==> config.mk <==
export PLATFORM = sky130hd
export DESIGN_NAME = comment_strip_filter
export DESIGN_NICKNAME = d
export VERILOG_FILES = /design/src/cmst_pkg.sv /design/src/cmst_step.sv /design/src/cmst_outq.sv /design/src/comment_strip_filter.sv
export SDC_FILE = /design/constraint.sdc
export NUM_CORES = 1
export LEC_CHECK = 0
export ABC_AREA = 1
export BUFFER_PORTS_ARGS = -buffer_cell sky130_fd_sc_hd__clkbuf_2
export CORE_MARGIN = 2
export CORE_UTILIZATION = 27
export CTS_CLUSTER_SIZE = 20
export DETAILED_ROUTE_END_ITERATION = 10
export PLACE_DENSITY = 0.52
export SYNTH_ARGS = -nofsm -noshare
export SYNTH_HDL_FRONTEND = slang
export SYNTH_SLANG_ARGS = --single-unit
==> constraint.sdc <==
create_clock -name clk_i -period 2.9 [get_ports clk_i]
set_input_delay 0.145 -clock clk_i [delete_from_list [all_inputs] [get_ports clk_i]]
set_output_delay 0.145 -clock clk_i [all_outputs]
set_load 0.005 [all_outputs]
==> src/cmst_pkg.sv <==
// Shared types, character codes and register indexes for the comment strip filter.
package cmst_pkg;

  // Character codes
  localparam logic [7:0] CH_SLASH   = 8'h2F;
  localparam logic [7:0] CH_STAR    = 8'h2A;
  localparam logic [7:0] CH_DQUOTE  = 8'h22;
  localparam logic [7:0] CH_SQUOTE  = 8'h27;
  localparam logic [7:0] CH_BSLASH  = 8'h5C;
  localparam logic [7:0] CH_NEWLINE = 8'h0A;
  localparam logic [7:0] CH_SPACE   = 8'h20;

  // Configuration register word indexes (byte address 4*i)
  localparam int unsigned       REG_AW       = 4;
  localparam logic [1:0]        REG_LINE_EN  = 2'd0;
  localparam logic [1:0]        REG_KEEP     = 2'd1;
  localparam logic [1:0]        REG_WARN_EN  = 2'd2;

  // Result queue geometry
  localparam int unsigned QDEPTH = 4;
  localparam int unsigned QAW    = $clog2(QDEPTH);
  localparam int unsigned QCW    = $clog2(QDEPTH + 1);

  typedef enum logic [2:0] {
    MODE_NORMAL     = 3'd0,
    MODE_SLASH      = 3'd1,
    MODE_BLOCK      = 3'd2,
    MODE_BLOCK_STAR = 3'd3,
    MODE_LINE       = 3'd4
  } scan_mode_e;

  typedef struct packed {
    logic [7:0] in_byte;
    logic       end_of_text;
  } in_item_t;

  typedef struct packed {
    logic [7:0] out_char;
    logic       char_valid;
    logic       nested_warning;
    logic       unterminated_error;
    logic       last;
  } out_item_t;

  typedef struct packed {
    logic line_comments_enable;
    logic keep_comment_text;
    logic warn_nested_enable;
  } cfg_t;

  typedef struct packed {
    scan_mode_e scan_mode;
    logic       in_double_quote;
    logic       in_single_quote;
    logic       escape_pending;
    logic       body_slash_seen;
    logic       warned_this_line;
  } scan_state_t;

  localparam scan_state_t SCAN_STATE_RESET = '{
    scan_mode:        MODE_NORMAL,
    in_double_quote:  1'b0,
    in_single_quote:  1'b0,
    escape_pending:   1'b0,
    body_slash_seen:  1'b0,
    warned_this_line: 1'b0
  };

  // Build one result; the character reads as zero when not valid.
  function automatic out_item_t mk_res(logic [7:0] ch, logic valid, logic warn, logic err);
    out_item_t r;
    r.out_char           = valid ? ch : 8'h00;
    r.char_valid         = valid;
    r.nested_warning     = warn;
    r.unterminated_error = err;
    r.last               = 1'b0;
    return r;
  endfunction

endpackage

==> src/cmst_step.sv <==
// Next-state and result logic for one character of the comment strip filter.
module cmst_step (
  input  cmst_pkg::cfg_t        cfg_i,
  input  cmst_pkg::scan_state_t state_i,
  input  cmst_pkg::in_item_t    item_i,
  output cmst_pkg::scan_state_t state_o,
  output cmst_pkg::out_item_t   res0_o,
  output cmst_pkg::out_item_t   res1_o,
  output logic [1:0]            res_cnt_o
);
  import cmst_pkg::*;

  always_comb begin
    scan_state_t s;
    out_item_t   r0;
    out_item_t   r1;
    logic [1:0]  n;
    logic [7:0]  c;
    logic        keep;
    logic        warn;
    logic        do_normal;
    logic        do_body;
    logic        body_put;

    s         = state_i;
    r0        = '0;
    r1        = '0;
    n         = 2'd0;
    c         = item_i.in_byte;
    keep      = cfg_i.keep_comment_text;
    warn      = 1'b0;
    do_normal = 1'b0;
    do_body   = 1'b0;
    body_put  = 1'b1;

    // Decide the path for this transaction
    if (item_i.end_of_text) begin
      if (state_i.scan_mode == MODE_SLASH) begin
        r0 = mk_res(CH_SLASH, 1'b1, 1'b0, 1'b0);
        n  = 2'd1;
      end else if (state_i.scan_mode == MODE_BLOCK || state_i.scan_mode == MODE_BLOCK_STAR) begin
        if (keep) begin
          r0 = mk_res(CH_STAR, 1'b1, 1'b0, 1'b1);
          r1 = mk_res(CH_SLASH, 1'b1, 1'b0, 1'b0);
          n  = 2'd2;
        end else begin
          r0 = mk_res(8'h00, 1'b0, 1'b0, 1'b1);
          n  = 2'd1;
        end
      end else begin
        r0 = mk_res(8'h00, 1'b0, 1'b0, 1'b0);
        n  = 2'd1;
      end
      s = SCAN_STATE_RESET;
    end else begin
      unique case (state_i.scan_mode)
        MODE_SLASH: begin
          if (c == CH_STAR || (c == CH_SLASH && cfg_i.line_comments_enable)) begin
            s.scan_mode       = (c == CH_STAR) ? MODE_BLOCK : MODE_LINE;
            s.body_slash_seen = 1'b0;
            if (keep) begin
              r0 = mk_res(CH_SLASH, 1'b1, 1'b0, 1'b0);
              r1 = mk_res(c, 1'b1, 1'b0, 1'b0);
              n  = 2'd2;
            end else begin
              r0 = mk_res(CH_SPACE, 1'b1, 1'b0, 1'b0);
              n  = 2'd1;
            end
          end else begin
            // Release the held slash, then treat the character as text
            s.scan_mode = MODE_NORMAL;
            r0          = mk_res(CH_SLASH, 1'b1, 1'b0, 1'b0);
            n           = 2'd1;
            do_normal   = 1'b1;
          end
        end
        MODE_BLOCK, MODE_BLOCK_STAR, MODE_LINE: do_body = 1'b1;
        default: begin
          s.scan_mode = MODE_NORMAL;
          do_normal   = 1'b1;
        end
      endcase
    end

    // Text outside comments
    if (do_normal) begin
      if (s.escape_pending) begin
        s.escape_pending = 1'b0;
        if (c == CH_NEWLINE) begin
          s.in_double_quote  = 1'b0;
          s.in_single_quote  = 1'b0;
          s.warned_this_line = 1'b0;
        end
      end else if (c == CH_BSLASH) begin
        s.escape_pending = 1'b1;
      end else if (c == CH_DQUOTE) begin
        if (!s.in_single_quote) s.in_double_quote = ~s.in_double_quote;
      end else if (c == CH_SQUOTE) begin
        if (!s.in_double_quote) s.in_single_quote = ~s.in_single_quote;
      end else if (c == CH_SLASH) begin
        if (!s.in_double_quote && !s.in_single_quote) begin
          s.scan_mode = MODE_SLASH;
          body_put    = 1'b0;
        end
      end else if (c == CH_NEWLINE) begin
        s.in_double_quote  = 1'b0;
        s.in_single_quote  = 1'b0;
        s.escape_pending   = 1'b0;
        s.warned_this_line = 1'b0;
      end
      if (body_put) begin
        if (n == 2'd0) r0 = mk_res(c, 1'b1, 1'b0, 1'b0);
        else           r1 = mk_res(c, 1'b1, 1'b0, 1'b0);
        n = n + 2'd1;
      end
    end

    // Comment body characters
    if (do_body) begin
      if (state_i.body_slash_seen &&
          (c == CH_STAR || (c == CH_SLASH && cfg_i.line_comments_enable)) &&
          cfg_i.warn_nested_enable && !state_i.warned_this_line) begin
        warn               = 1'b1;
        s.warned_this_line = 1'b1;
      end
      s.body_slash_seen = (c == CH_SLASH);

      if (state_i.scan_mode == MODE_LINE) begin
        if (c == CH_NEWLINE) begin
          s.scan_mode        = MODE_NORMAL;
          s.body_slash_seen  = 1'b0;
          s.in_double_quote  = 1'b0;
          s.in_single_quote  = 1'b0;
          s.escape_pending   = 1'b0;
          s.warned_this_line = 1'b0;
          r0       = mk_res(c, 1'b1, warn, 1'b0);
          n        = 2'd1;
          body_put = 1'b0;
        end
      end else if (state_i.scan_mode == MODE_BLOCK_STAR && c == CH_SLASH) begin
        s.scan_mode       = MODE_NORMAL;
        s.body_slash_seen = 1'b0;
      end else begin
        s.scan_mode = (c == CH_STAR) ? MODE_BLOCK_STAR : MODE_BLOCK;
        if (c == CH_NEWLINE) begin
          s.in_double_quote  = 1'b0;
          s.in_single_quote  = 1'b0;
          s.escape_pending   = 1'b0;
          s.warned_this_line = 1'b0;
        end
      end

      if (body_put) begin
        if (keep) begin
          r0 = mk_res(c, 1'b1, warn, 1'b0);
          n  = 2'd1;
        end else if (warn) begin
          r0 = mk_res(8'h00, 1'b0, 1'b1, 1'b0);
          n  = 2'd1;
        end
      end
    end

    // Mark the final result of the transaction
    if (n == 2'd1) r0.last = 1'b1;
    if (n == 2'd2) r1.last = 1'b1;

    state_o   = s;
    res0_o    = r0;
    res1_o    = r1;
    res_cnt_o = n;
  end

endmodule

==> src/cmst_outq.sv <==
// Result queue: takes up to two results per cycle, delivers one per cycle while the output is not stalled.
module cmst_outq (
  input  logic                clk_i,
  input  logic                rst_ni,
  input  logic [1:0]          push_cnt_i,
  input  cmst_pkg::out_item_t push0_i,
  input  cmst_pkg::out_item_t push1_i,
  output logic                room_o,
  output logic                out_valid_o,
  input  logic                out_stall_i,
  output cmst_pkg::out_item_t out_data_o
);
  import cmst_pkg::*;

  out_item_t          entry_q [QDEPTH];
  logic [QAW-1:0]     wr_ptr_q, wr_ptr_d;
  logic [QAW-1:0]     rd_ptr_q, rd_ptr_d;
  logic [QCW-1:0]     count_q, count_d;
  logic               pop;
  logic [QAW-1:0]     wr_ptr_nx;

  // Room for a transaction that may bring two results
  assign room_o      = count_q <= QCW'(QDEPTH - 2);
  assign out_valid_o = count_q != '0;
  assign out_data_o  = entry_q[rd_ptr_q];
  assign pop         = out_valid_o && !out_stall_i;
  assign wr_ptr_nx   = wr_ptr_q + QAW'(1);

  // Advance pointers and occupancy
  always_comb begin
    wr_ptr_d = wr_ptr_q + QAW'(push_cnt_i);
    rd_ptr_d = pop ? rd_ptr_q + QAW'(1) : rd_ptr_q;
    count_d  = count_q + QCW'(push_cnt_i) - QCW'(pop);
  end

  always_ff @(posedge clk_i or negedge rst_ni) begin
    if (!rst_ni) begin
      wr_ptr_q <= '0;
      rd_ptr_q <= '0;
      count_q  <= '0;
    end else begin
      wr_ptr_q <= wr_ptr_d;
      rd_ptr_q <= rd_ptr_d;
      count_q  <= count_d;
    end
  end

  // Store results
  always_ff @(posedge clk_i) begin
    if (push_cnt_i != 2'd0) entry_q[wr_ptr_q] <= push0_i;
    if (push_cnt_i == 2'd2) entry_q[wr_ptr_nx] <= push1_i;
  end

endmodule

==> src/comment_strip_filter.sv <==
// Top level of the comment strip filter: input stage, scan state, config port, result queue.
//
//   channel   direction  handshake               payload
//   in        input      in_valid_i / in_stall_o   in_data_i  (in_item_t)
//   out       output     out_valid_o / out_stall_i out_data_o (out_item_t)
//   config    input      APB psel/penable/pwrite   paddr, pwdata, prdata
//
// One character per cycle while the result queue has room: an accepted transaction
// is held in the input register, then the scan logic updates state and pushes 0, 1
// or 2 results into a four-entry result queue.
// The input stalls while the input register holds a transaction and the queue has
// fewer than two free entries.
// Reset clears scan state, configuration and the queue; no clearing pass.
module comment_strip_filter (
  input  logic                clk_i,
  input  logic                rst_ni,
  input  logic                in_valid_i,
  output logic                in_stall_o,
  input  cmst_pkg::in_item_t  in_data_i,
  output logic                out_valid_o,
  input  logic                out_stall_i,
  output cmst_pkg::out_item_t out_data_o,
  input  logic                psel,
  input  logic                penable,
  input  logic                pwrite,
  input  logic [cmst_pkg::REG_AW-1:0] paddr,
  input  logic [31:0]         pwdata,
  output logic [31:0]         prdata,
  output logic                pready
);
  import cmst_pkg::*;

  cfg_t        cfg_q;
  scan_state_t state_q, state_d;
  logic        s1_valid_q, s1_valid_d;
  in_item_t    s1_item_q;
  logic        in_accept;
  logic        advance;
  logic        room;
  out_item_t   res0, res1;
  logic [1:0]  res_cnt;
  logic [1:0]  push_cnt;
  logic        cfg_wr;

  // Configuration port
  assign pready = 1'b1;
  assign cfg_wr = psel && penable && pwrite && pready;

  always_ff @(posedge clk_i or negedge rst_ni) begin
    if (!rst_ni) begin
      cfg_q <= '0;
    end else if (cfg_wr) begin
      unique case (paddr[3:2])
        REG_LINE_EN: cfg_q.line_comments_enable <= pwdata[0];
        REG_KEEP:    cfg_q.keep_comment_text    <= pwdata[0];
        REG_WARN_EN: cfg_q.warn_nested_enable   <= pwdata[0];
        default: ;
      endcase
    end
  end

  always_comb begin
    prdata = '0;
    unique case (paddr[3:2])
      REG_LINE_EN: prdata[0] = cfg_q.line_comments_enable;
      REG_KEEP:    prdata[0] = cfg_q.keep_comment_text;
      REG_WARN_EN: prdata[0] = cfg_q.warn_nested_enable;
      default:     prdata    = '0;
    endcase
  end

  // Input register: hold the transaction until the queue has room
  assign advance    = s1_valid_q && room;
  assign in_stall_o = s1_valid_q && !advance;
  assign in_accept  = in_valid_i && !in_stall_o;
  assign s1_valid_d = in_accept || (s1_valid_q && !advance);

  always_ff @(posedge clk_i or negedge rst_ni) begin
    if (!rst_ni) begin
      s1_valid_q <= 1'b0;
    end else begin
      s1_valid_q <= s1_valid_d;
    end
  end

  always_ff @(posedge clk_i) begin
    if (in_accept) s1_item_q <= in_data_i;
  end

  // Scan logic
  cmst_step u_step (
    .cfg_i     (cfg_q),
    .state_i   (state_q),
    .item_i    (s1_item_q),
    .state_o   (state_d),
    .res0_o    (res0),
    .res1_o    (res1),
    .res_cnt_o (res_cnt)
  );

  always_ff @(posedge clk_i or negedge rst_ni) begin
    if (!rst_ni) begin
      state_q <= SCAN_STATE_RESET;
    end else if (advance) begin
      state_q <= state_d;
    end
  end

  assign push_cnt = advance ? res_cnt : 2'd0;

  // Result queue
  cmst_outq u_outq (
    .clk_i       (clk_i),
    .rst_ni      (rst_ni),
    .push_cnt_i  (push_cnt),
    .push0_i     (res0),
    .push1_i     (res1),
    .room_o      (room),
    .out_valid_o (out_valid_o),
    .out_stall_i (out_stall_i),
    .out_data_o  (out_data_o)
  );

endmodule

==> summary.md <==
| Metric | Value |
|---|---|
| Clock sinks | `76` |
| Nets | `623` |
| Startpoint types | `register` |
| Tmin final | `around 2700 ps` |
| Post-synth EDFFs | `a little under 50` |
| Slew margin rel. | `44.0%` |
| Drt via density | `4.67` |
| WP data required | `between 3000 and 4000 ps` |
| Num CTS Buffers | `9` |
| Area Growth Syn to Fin | `22.6%` |
| Fmax | `0.369 GHz` |
| Antenna Cells | `0` |
| Worst Max-Slew Pin Slew | `837 ps` |
| Vias in the first global route | `3505` |
| Max_cap viols | `0` |
| Final Cycle Share | `93.4%` |
| Final hold violations | `0` |
| Worst vdd ir | `0.358 mV` |
| FF+latch count, synth | `76` |
| Crit path kind | `reg2reg` |
| Per-cell routed wire length | `14.2 um` |
| Min-Delay Path Class | `in2reg` |
| Routed WL | `11100 um` |
| Largest net degree at the start of global routing | `26` |
| Switching Share | `39.7%` |
| Sequential share of the synthesized area | `47.8%` |
| Switching pwr | `approximately 0.0020 W` |
| Cells after Synth | `491` |
| Layout cells sized above 1 | `between 20% and 30%` |
| Boundary Pins | `slightly below 100` |
| Setup slack at placement | `121 ps` |
| Adder-Cell Fraction of Synth Area | `under 10%` |
| GRT Residual Overflow | `0` |
| TritonRoute pass-1 iters | `4` |
| Slew Viols, Final | `0` |
| CTS tree | `built` |
| Power Density | `947 nW/um^2` |
| Met3 WL | `563 um` |
| LEAKAGE | `around 2.3 nW` |
| Starting DRT DRC Count | `260` |
| Commonest non-fill, non-tap cell in the layout | `inv_1` |
| Critical Path Fanout Max | `5` |
| Largest family of logic cells by synthesized area | `simple AND/OR/NAND/NOR gates` |
| Row cnt | `46` |
| Synth Area in XOR/XNOR | `1.56%` |
| Seq pwr share | `31.7%` |
| Die height | `132 um` |
| Core ar. | `around 16000 um^2` |
| Fraction of registers with async set or reset after synthesis | `25.0%` |
| Max clock buf depth | `2` |
| Die width | `132 um` |
| Total GRT Usage | `12.9%` |
| Worst EP arrival | `2930 ps` |
| Routability congestion estimate | `0.868` |
| Worst-Skew Late Latency | `340 ps` |
| Compound-cell area share of the yosys netlist | `16.5%` |
| Clk_skew | `about 6.4 ps` |
| DR DRC count | `0` |
| Setup slack after layout | `193 ps` |
| # H-tree levels | `3` |
| DP Wirelength | `8140 um` |
| Distinct cells, synth | `42` |
| Avg Inst Size Synth | `8.99 um^2` |
| Initial Util | `27.7%` |
| Reg clk slew, reported paths | `60 ps` |
| Total power | `0.00512 W` |
| Clk root buf | `clkbuf_16` |
| Fillcell total | `1663` |
| Simple-gate portion of the synthesized area | `19.3%` |
| Status | `completed` |
| Cell Int Power | `roughly 0.003 W` |
| Number of port buffers | `33` |
| Post-synthesis mux area share | `0%` |
| Die footprint | `17400 um^2` |
| First-pass GRT wire length | `approximately 18000 um` |
| Most common flop cell mapped by yosys | `edfxtp_1` |
| Synth Warn # | `0` |
| Commonest cells after routing, fill and taps aside | `52 x inv_1, 51 x o21ai_0, 50 x o22ai_1, 49 x nand2_1, 49 x edfxtp_1` |
| Logic pwr share | `a little over two fifths` |
| Met2 wire len | `between 5000 and 6000 um` |
| Antenna violations before repair | `0` |
| M1 wire length | `roughly 5000 um` |
| Final setup viols | `0` |
| Antenna Nets Post-Route | `0` |
| DR top layer | `met4` |
| Via count | `3667` |
| Layout Utilization | `33.9%` |
| Post-Syn Area | `4410 um^2` |
| Clock power frac | `24.3%` |
| Critical Path End Type | `register` |
-- Yosys cell counts (2+ instances only) --
cell type / n / area share [%]
nor3_1: 8 / 0.91
nor2_2: 3 / 0.43
xnor2_1: 3 / 0.60
ha_1: 6 / 1.7
edfxtp_1: 49 / 33
a21boi_0: 4 / 0.68
inv_2: 2 / 0.17
nor4_1: 3 / 0.43
dfxtp_1: 8 / 3.6
buf_6: 4 / 1.0
nand2_2: 12 / 1.7
nand3_2: 2 / 0.45
xor2_1: 3 / 0.60
o22ai_1: 50 / 7.1
inv_1: 53 / 4.5
conb_1: 2 / 0.17
nand3_1: 25 / 2.8
buf_4: 36 / 6.1
nor2_1: 49 / 4.2
nand2_1: 50 / 4.3
dfrtp_1: 19 / 11
nand2_4: 6 / 1.5
nand4_1: 3 / 0.43
o21ai_0: 51 / 5.8
nor2_4: 3 / 0.77
clkbuf_1: 6 / 0.51
a21oi_1: 15 / 1.7
nor2_8: 2 / 0.91
-- flip-flops by register name, summed over array words and instances (netlist names) --
name             cells
s1_valid_q           1
state_q              8
u_outq.count_q       3
u_outq.rd_ptr_q      2
u_outq.wr_ptr_q      2
u_outq.entry_q      48
s1_item_q            9
cfg_q                3
-- repair_timing --
item	in CTS	in global routing
resized for setup	0	9
endpoints found under the setup margin	0	23
hold buffers	10	0
hold endpoints to repair	28	0
buffers inserted	0	4
-- critical path, cell delays in order (launching register included) --
cell,delay [ps]
edfxtp_1,380
inv_1,80
nand2_2,80
nor2_4,170
nand3_2,120
nand2_2,90
nand4_1,100
nand2_1,150
inv_2,60
ha_4,270
nor2_4,40
nor2_4,130
nand2_4,80
ha_1,290
inv_1,50
fa_2,350
xnor2_1,130
-- power by group through the flow --
stage          combinational (W)  clock [W]  sequential (W)
2_1_floorplan            0.00145          0         0.00160
3_3_place_gp             0.00215          0         0.00165
3_5_place_dp             0.00220          0         0.00165
4_1_cts                  0.00222    0.00127         0.00163
5_1_grt                  0.00253    0.00131         0.00165
6_report                 0.00225    0.00125         0.00162
-- area by class of cell --
class | count | area, um^2 | area share (%)
flip-flops and latches | 76 | 2110 | 38.9
multi-input cells | 342 | 1900 | 35.2
repair buffers | 80 | 593 | 11.0
well taps | 216 | 270 | 5.00
clock buffers | 9 | 225 | 4.16
inverters | 55 | 206 | 3.82
clock inverters | 7 | 106 | 1.97
-- stage by stage --
stage / TNS, ps / std cells / area, um^2 / hold slack (ps)
2_1_floorplan: 0 / 521 / 4520 / -151
3_5_place_dp: 0 / 755 / 4910 / 130
4_1_cts: 0 / 781 / 5340 / 25.5
5_1_grt: -3.35 / 785 / 5410 / 29.2
3_3_place_gp: 0 / 755 / 4910 / 121
6_report: 0 / 785 / 5410 / 30.6
-- routing by layer --
| metal | vias to the layer above | track usage (%) |
|---|---|---|
| li1 | 1795 | - |
| met1 | 1755 | 16.3 |
| met2 | 103 | 22.1 |
| met3 | 14 | 2.58 |
| met4 | 0 | 4.11 |
| met5 | - | 0 |
-- cell families after synthesis --
logic type / after synthesis
simple gates: 169
compound gates: 127
buf+inv: 103
flops: 76
xor+xnor: 7
fa+ha+maj: 7
other cells: 2
-- final timing paths --
path                                                   start                                 to  slack (ps)  cells past startpoint
min                                               in_valid_i               s1_valid_q$_DFF_PN0_          30                      3
max in group asynchronous                             rst_ni               s1_valid_q$_DFF_PN0_        2290                      2
min in group asynchronous                             rst_ni             state_q[2]$_DFFE_PN0P_         290                      2
max reg2reg                           s1_item_q[8]$_DFFE_PP_        u_outq.count_q[2]$_DFF_PN0_         190                     16
max                                   s1_item_q[8]$_DFFE_PP_        u_outq.count_q[2]$_DFF_PN0_         190                     16
min reg2reg                u_outq.entry_q[2][1]$_SDFFE_PP0P_  u_outq.entry_q[2][1]$_SDFFE_PP0P_         480                      2
(Power assumes the default switching activity.)
